`config.mk`:
```
export PLATFORM = sky130hd
export DESIGN_NAME = lphi_mod
export DESIGN_NICKNAME = d
export VERILOG_FILES = /design/src/rtl/lphi_pkg.sv /design/src/rtl/lphi_mod.sv
export SDC_FILE = /design/constraint.sdc
export NUM_CORES = 1
export LEC_CHECK = 0
export ABC_CLOCK_PERIOD_IN_PS = 20800
export BUFFER_PORTS_ARGS = -buffer_cell sky130_fd_sc_hd__clkbuf_2
export CORE_MARGIN = 4
export CORE_UTILIZATION = 50
export CTS_BUF_LIST = sky130_fd_sc_hd__clkbuf_8 sky130_fd_sc_hd__clkbuf_16
export CTS_CLUSTER_SIZE = 25
export DETAILED_ROUTE_END_ITERATION = 6
export PLACE_DENSITY = 0.72
export SETUP_SLACK_MARGIN = 0.02
export SYNTH_ARGS = -nofsm -noshare
export SYNTH_HDL_FRONTEND = slang
export SYNTH_SLANG_ARGS = --single-unit
```
`constraint.sdc`:
```
create_clock -name clk -period 20.8 [get_ports clk]
set_input_delay 2.08 -clock clk [delete_from_list [all_inputs] [get_ports clk]]
set_output_delay 2.08 -clock clk [all_outputs]
set_load 0.1 [all_outputs]
```
`src/rtl/lphi_pkg.sv`:
```
`timescale 1ns / 1ps
// ----------------------------------------------------------------------------
// lphi_pkg
// Shared types and constants of the linear-probe hash insert core.
// ----------------------------------------------------------------------------
package lphi_pkg;

  localparam int KEY_WIDTH       = 64;
  localparam int IN_PAY_WIDTH    = 32;
  localparam int SIZE_WIDTH      = 11;
  localparam int SLOT_WIDTH      = 10;
  localparam int PROBE_WIDTH     = 10;
  localparam int STATUS_WIDTH    = 2;
  localparam int MOD_DIGIT       = 4;

  localparam int DEF_TABLE_DEPTH   = 1024;
  localparam int DEF_PAYLOAD_WIDTH = 32;

  localparam logic [SIZE_WIDTH-1:0]  SIZE_RESET = 11'd1024;
  localparam logic [PROBE_WIDTH-1:0] PROBES_MAX = 10'd1023;

  localparam int IN_DATA_WIDTH  = KEY_WIDTH + IN_PAY_WIDTH;
  localparam int OUT_FIELD_BITS = STATUS_WIDTH + SLOT_WIDTH + PROBE_WIDTH;
  localparam int OUT_DATA_WIDTH = ((OUT_FIELD_BITS + 7) / 8) * 8;

  typedef enum logic [STATUS_WIDTH-1:0] {
    STAT_STORED  = 2'd0,
    STAT_UPDATED = 2'd1,
    STAT_FULL    = 2'd2,
    STAT_SKIPPED = 2'd3
  } status_t;

  typedef enum logic [2:0] {
    ST_CLEAR,
    ST_IDLE,
    ST_MOD,
    ST_PROBE,
    ST_ZERO
  } state_t;

  typedef struct packed {
    logic rd_en;
    logic key_we;
    logic pay_we;
  } tbl_ctl_t;

endpackage

```
`src/rtl/lphi_mod.sv`:
```
`timescale 1ns / 1ps
// ----------------------------------------------------------------------------
// lphi_mod
// Iterative remainder unit: 64-bit key modulo table size, four key bits
// per cycle by restoring compare-and-subtract.
// ----------------------------------------------------------------------------
module lphi_mod
  import lphi_pkg::*;
#(
  parameter int AW = 10
) (
  input  logic                 clk,
  input  logic                 rst_n,
  input  logic                 start,
  input  logic [KEY_WIDTH-1:0] dividend,
  input  logic [AW:0]          divisor,
  output logic                 done,
  output logic [AW-1:0]        rem
);

  localparam int NCHUNK = KEY_WIDTH / MOD_DIGIT;
  localparam int CW     = $clog2(NCHUNK);

  logic                 busy_r;
  logic                 done_r;
  logic [CW-1:0]        cnt_r;
  logic [KEY_WIDTH-1:0] dvd_r;
  logic [AW:0]          div_r;
  logic [AW-1:0]        rem_r;
  logic [AW-1:0]        rem_nxt;
  logic [AW:0]          t_v;

  always_comb begin
    rem_nxt = rem_r;
    t_v     = '0;
    for (int i = 0; i < MOD_DIGIT; i++) begin
      t_v = {rem_nxt, dvd_r[KEY_WIDTH-1-i]};
      if (t_v >= div_r) begin
        t_v = t_v - div_r;
      end
      rem_nxt = t_v[AW-1:0];
    end
  end

  always_ff @(posedge clk) begin
    if (!rst_n) begin
      busy_r <= 1'b0;
      done_r <= 1'b0;
      cnt_r  <= '0;
    end else begin
      done_r <= 1'b0;
      if (start) begin
        busy_r <= 1'b1;
        cnt_r  <= '0;
      end else if (busy_r) begin
        cnt_r <= cnt_r + 1'b1;
        if (cnt_r == CW'(NCHUNK - 1)) begin
          busy_r <= 1'b0;
          done_r <= 1'b1;
        end
      end
    end
  end

  always_ff @(posedge clk) begin
    if (start) begin
      dvd_r <= dividend;
      div_r <= divisor;
      rem_r <= '0;
    end else if (busy_r) begin
      dvd_r <= {dvd_r[KEY_WIDTH-MOD_DIGIT-1:0], {MOD_DIGIT{1'b0}}};
      rem_r <= rem_nxt;
    end
  end

  assign done = done_r;
  assign rem  = rem_r;

endmodule

```
==> results.cfg, run 1 <==
[floorplanning]
pin_count = 89
dieWidth_um = 116
die_area_um2 = 13500
num_rows = 39
initial_core_util_pct = 51.1
dieHeight_um = 116
placeableCoreArea_um2 = 11400

[drt]
drc = 0
via_count = 4332
routedWlPerCell_um = 17.9
routed_via_density = 5.83
routed_wl_um = 13300
dr.first_iter.drc_count = 332
postRouteAntennaNets = 0
firstDrtPassIters = 6

[global_routing]
grt_pass1_wl_um = 21300
grt.busiest_layer = met2
antenna_found_initial = 0
grt_overflow_total = 0
grtUsageMet2_pct = 32.7
grt_util_met3_pct = 5.59
grt_use_total_pct = 20.6
grt_max_degree = 73
grt_util_met1_pct = 27.3
grt_pass1_vias = 4345

[synth]
avgSynthCellArea_um2 = 11.4
synth_ff_type = edfxtp_1
synth_top_area_share_pct = 38.6
synth_seq_cells = 91
synth_warnings = 0
seq_area_frac_synth_pct = 44.1
synth_edf_count = 75
syn_inst = 510
syn_nets = 637
yosysUniqueCellTypes = 48
synth_area_um2 = 5830
yosysTopAreaCell = edfxtp_1
async_flop_share_pct = 0
synth.area.top_cells = edfxtp_1, mux2_2, ha_1

[final_layout]
nets = 723
multiInputGateArea_um2 = 3090
seq_area_um2 = 2570
syn_to_final_growth_pct = 15.0
nFillCells = 994
diodes = 0
drive_above_1_share_pct = 32.0
stdcell_area_um2 = 6710

[placement]
place_area_um2 = 6410
portBuffers = 88
routabilityCongestion = 0.915
post-dp-hpwl_um = 10000

[cts]
htree_levels = 3
cts.sinks = 91
hold_buffers = 0
path_clk_slew_ns = 0.07
clk_latency_ns = 0.34
numCtsBuffers = 9
clockRootBuffer = clkbuf_16
tritoncts = yes
clk_path_buf_depth = 2
cts_resized = 0
postCtsSetupBuffers = 0

[worst_setup_path]
slowest_stage = a211oi_2
critPathCaptureType = flip-flop
path_class = reg -> reg
cp_data_required_time_ns = 21.08
cpPeakStageDelay_ns = 0.90
cp.arrival_ns = 9.76
startpoint_type = flip-flop
rrSetupSlack_ns = 11.33
crit_fanout = 17

[timing]
setup_viol_count_final = 0
tightest_slew_ns = 1.13
slew_violations = 0
skew_ns = 0.00861
rsz0062_at_grt = false
fin_crit_ns = 9.47
timing.slew.headroom_pct = 24.3
setup-tns-final_ns = 0
finalCritPeriodShare_pct = 45.5
fmax_mhz = 106
hold_viol = 0

[outcome]
status = completed

[hold_path]
hp-class = reg -> reg

[run]
maxCapViolations = 0
[cell usage in the layout, fill, tap and decap left out, types with 13 or more instances in the layout]
cell type | Yosys | routed
nor2_1 | 35 | 35
ha_1 | 45 | 45
xnor2_1 | 18 | 18
clkbuf_2 | 0 | 87
edfxtp_1 | 75 | 75
a21oi_1 | 35 | 35
o21ai_0 | 19 | 19
mux2_2 | 75 | 75
nand2_1 | 23 | 22
dfxtp_1 | 16 | 16
inv_1 | 29 | 29
xor2_1 | 13 | 13
[flip-flops by register name, summed over array words and instances (netlist names)]
signal,flops
dvd_r,64
div_r,11
rem,10
cnt_r,4
busy_r,1
done,1
[kinds of logic (layout without fill, tap and decap cells)]
logic type | count (synthesis) | count (layout) | share of synthesized area, %
AO/OA/AOI/OAI | 110 | 110 | 12.8
XOR/XNOR | 31 | 31 | 4.65
adder cells (fa/ha/maj) | 49 | 49 | 11.0
buffers and inverters | 44 | 134 | 2.98
flip-flops | 91 | 91 | 44.1
multiplexers | 83 | 83 | 16.0
AND/OR/NAND/NOR | 102 | 102 | 8.45
[stage by stage]
step	worst slack [ns]	std cells	hold slack, ns	utilization, %
6_report	11.33	743	0.473	58.7
4_1_cts	11.55	743	0.472	58.7
2_1_floorplan	12.52	510	0.439	-
3_3_place_gp	11.95	728	0.451	56.1
5_1_grt	10.49	743	0.500	58.7
3_5_place_dp	11.64	728	0.465	56.1
[cell usage after synthesis (2+ instances only)]
library cell and number:
edfxtp_1 75, mux2_2 75, ha_1 45, a21oi_1 35
nor2_1 35, inv_1 29, nand2_1 23, o21ai_0 19
xnor2_1 18, dfxtp_1 16, xor2_1 13, nand2b_1 10
nand4_1 8, o211ai_1 8, a211oi_1 7, clkbuf_1 7
o21bai_1 7, a21o_1 6, a31oi_1 6, buf_1 6
mux2i_1 6, nand3_1 6, and2_1 5, nor3_1 5
fa_1 4, o311a_1 4, nor2b_1 3, o21a_1 3
o31ai_1 3, a211oi_2 2, a311oi_1 2, mux2_4 2
o41ai_2 2
[path summary, 6_finish.rpt]
| kind | start | endpoint | cells past startpoint |
|---|---|---|---|
| setup / recovery | div_r[5] | rem[5] | 30 |
| hold / removal | cnt_r[3] | done | 2 |
| setup reg to reg | div_r[5] | rem[5] | 30 |
| hold reg to reg | cnt_r[3] | done | 2 |
[area by class of cell]
class / count / area share [%]
Clock buffer: 9 / 3.36
Timing Repair Buffer: 90 / 6.83
Clock inverter: 6 / 1.10
Multi-Input combinational cell: 375 / 46.1
Sequential cell: 91 / 38.4
Inverter: 29 / 1.62
Tap cell: 143 / 2.67
[worst max-delay path: cells and delay by family, from the launching register on]
kind	cells	cell delay, ns
AO/OA/AOI/OAI	17	5.12
adder cells (fa/ha/maj)	4	1.43
AND/OR/NAND/NOR	4	0.97
multiplexers	2	0.79
buffers and inverters	3	0.74
flip-flops	1	0.36
[layer usage]
metal | vias up | share of wire [%] | routed length, µm
li1 | 2081 | - | -
met1 | 2055 | 43 | 5700
met2 | 163 | 47 | 6220
met3 | 33 | 7.9 | 1050
met4 | 0 | 2.2 | 292
met5 | - | 0 | 0
Power of run 1 is not shown: default switching activity piles up to over one toggle a cycle in this logic, so the estimate is an artifact.
==> inputs of run 2 (changes only) <==
--- a/config.mk
+++ b/config.mk
@@ -5,14 +5,14 @@
 export SDC_FILE = /design/constraint.sdc
 export NUM_CORES = 1
 export LEC_CHECK = 0
-export ABC_CLOCK_PERIOD_IN_PS = 20800
+export ABC_CLOCK_PERIOD_IN_PS = 8400
 export BUFFER_PORTS_ARGS = -buffer_cell sky130_fd_sc_hd__clkbuf_2
 export CORE_MARGIN = 4
 export CORE_UTILIZATION = 50
 export CTS_BUF_LIST = sky130_fd_sc_hd__clkbuf_8 sky130_fd_sc_hd__clkbuf_16
 export CTS_CLUSTER_SIZE = 25
 export DETAILED_ROUTE_END_ITERATION = 6
-export PLACE_DENSITY = 0.72
+export PLACE_DENSITY = 0.74
 export SETUP_SLACK_MARGIN = 0.02
 export SYNTH_ARGS = -nofsm -noshare
 export SYNTH_HDL_FRONTEND = slang
==> constraint.sdc (replaced) <==
create_clock -name clk -period 8.4 [get_ports clk]
set_input_delay 0.84 -clock clk [delete_from_list [all_inputs] [get_ports clk]]
set_output_delay 0.84 -clock clk [all_outputs]
set_load 0.1 [all_outputs]
==> results.cfg, run 2 (synthesis gave the netlist of run 1 again) <==
[hold_path]
hold_depth = 2
hp-start = cnt_r[3]
hp-class = reg -> reg
whs_endpoint = done

[floorplanning]
die_area_um2 = 13500
initial_core_util_pct = 51.1
num_rows = 39
pin_count = 89
placeableCoreArea_um2 = 11400
dieHeight_um = 116
dieWidth_um = 116

[drt]
routed_via_density = 5.65
firstDrtPassIters = 4
via_count = 4255
drc = 0
dr.first_iter.drc_count = 220
routedWlPerCell_um = 17.5
routed_wl_um = 13200
postRouteAntennaNets = 0

[worst_setup_path]
rrSetupSlack_ns = 0.59
cp_data_required_time_ns = 8.57
reg2regPathDepth = 34
startpoint_type = flip-flop
r2r_end = rem[0]
crit_fanout = 7
cp.arrival_ns = 7.98
slowest_stage = fa_1
path_class = reg -> reg
cpPeakStageDelay_ns = 0.47
crit_top_cell = a21oi_1
r2r-start = div_r[1]
critPathCaptureType = flip-flop

[cts]
clk_latency_ns = 0.34
hold_buffers = 0
tritoncts = yes
clk_path_buf_depth = 2
cts.sinks = 91
clockRootBuffer = clkbuf_16
htree_levels = 3
path_clk_slew_ns = 0.07
numCtsBuffers = 9

[final_layout]
most-common-layout-cells = clkbuf_2, mux2_2, edfxtp_1
diodes = 0
largest_reg_flops = 64
syn_to_final_growth_pct = 17.5
drive_above_1_share_pct = 34.3
nets = 732
layout_commonest_cell = clkbuf_2
stdcell_area_um2 = 6850
largest_register = dvd_r

[timing]
skew_ns = 0.00971
fin_crit_ns = 7.81
timing.slew.headroom_pct = 34.7
slew_violations = 0
finalCritPeriodShare_pct = 92.9
rsz0062_at_grt = false
setup_viol_count_final = 0
holdWs_ns = 0.466
tightest_slew_ns = 0.980
setup-tns-final_ns = 0
fmax_mhz = 128
hold_viol = 0

[placement]
portBuffers = 88
post-dp-hpwl_um = 9990
place_area_um2 = 6430
routabilityCongestion = 0.957

[global_routing]
grt_use_total_pct = 20.4
antenna_found_initial = 0
grt_max_degree = 84
grt_pass1_wl_um = 21300
grt_overflow_total = 0
grt_pass1_vias = 4307

[run]
maxCapViolations = 0

[outcome]
status = completed
==> run 2: cell types whose count changed in the layout (fill, tap and decap cells not counted), sizes merged <==
cell      change
o31ai         +1
clkinvlp      -1
buf           +8
clkinv        +3
inv           -1
==> run 2: area by class of cell <==
class / count / area, µm²
fill: 936 / 4570
multi-input combinational: 376 / 3170
sequential: 91 / 2570
timing repair buffer: 98 / 518
clock buffer: 9 / 225
tap: 143 / 179
inverter: 29 / 109
clock inverter: 7 / 75.1
==> run 2: metal layers <==
| metal | GRT usage (%) | routed length, µm | vias up |
|---|---|---|---|
| met3 | 5.74 | 958 | 18 |
| li1 | - | - | 2103 |
| met4 | 7.35 | 246 | 0 |
| met5 | 0 | 0 | - |
| met2 | 32.7 | 6340 | 125 |
| met1 | 26.5 | 5640 | 2009 |
==> run 2: repair_timing <==
| item | CTS | global route |
|---|---|---|
| setup endpoints to repair | 8 | 10 |
| setup buffers | 0 | 5 |
| pin swaps | 0 | 2 |
| gates cloned | 0 | 1 |
| gates resized for setup | 2 | 12 |
==> run 2: stage by stage <==
stage	std cells	setup WS, ns	util [%]
2_1_floorplan	510	0.121	-
3_3_place_gp	731	0.0199	56.3
3_5_place_dp	731	-0.0350	56.3
4_1_cts	747	0.138	59.0
5_1_grt	753	0.0692	60.0
6_report	753	0.595	60.0
==> run 2: worst max path at each step <==
stage                        end  cells after the start  startpoint
final                     rem[0]                     34    div_r[1]
after floorplan           rem[5]                     32      rem[1]
after global routing      rem[3]                     32    div_r[2]
after CTS                 rem[1]                     32    div_r[1]
after detailed placement  rem[1]                     32    div_r[1]
after global placement    rem[1]                     32    div_r[1]
==> run 2: worst max-delay path: cells and delay by family, from the launching register on <==
family	cells	cell delay, ns
multiplexers	2	0.59
adder cells (fa/ha/maj)	4	1.43
XOR/XNOR	1	0.08
flip-flops	1	0.43
AND/OR/NAND/NOR	4	0.44
buffers and inverters	5	0.91
AO/OA/AOI/OAI	18	3.76
Power of run 2 is left out for the same reason.
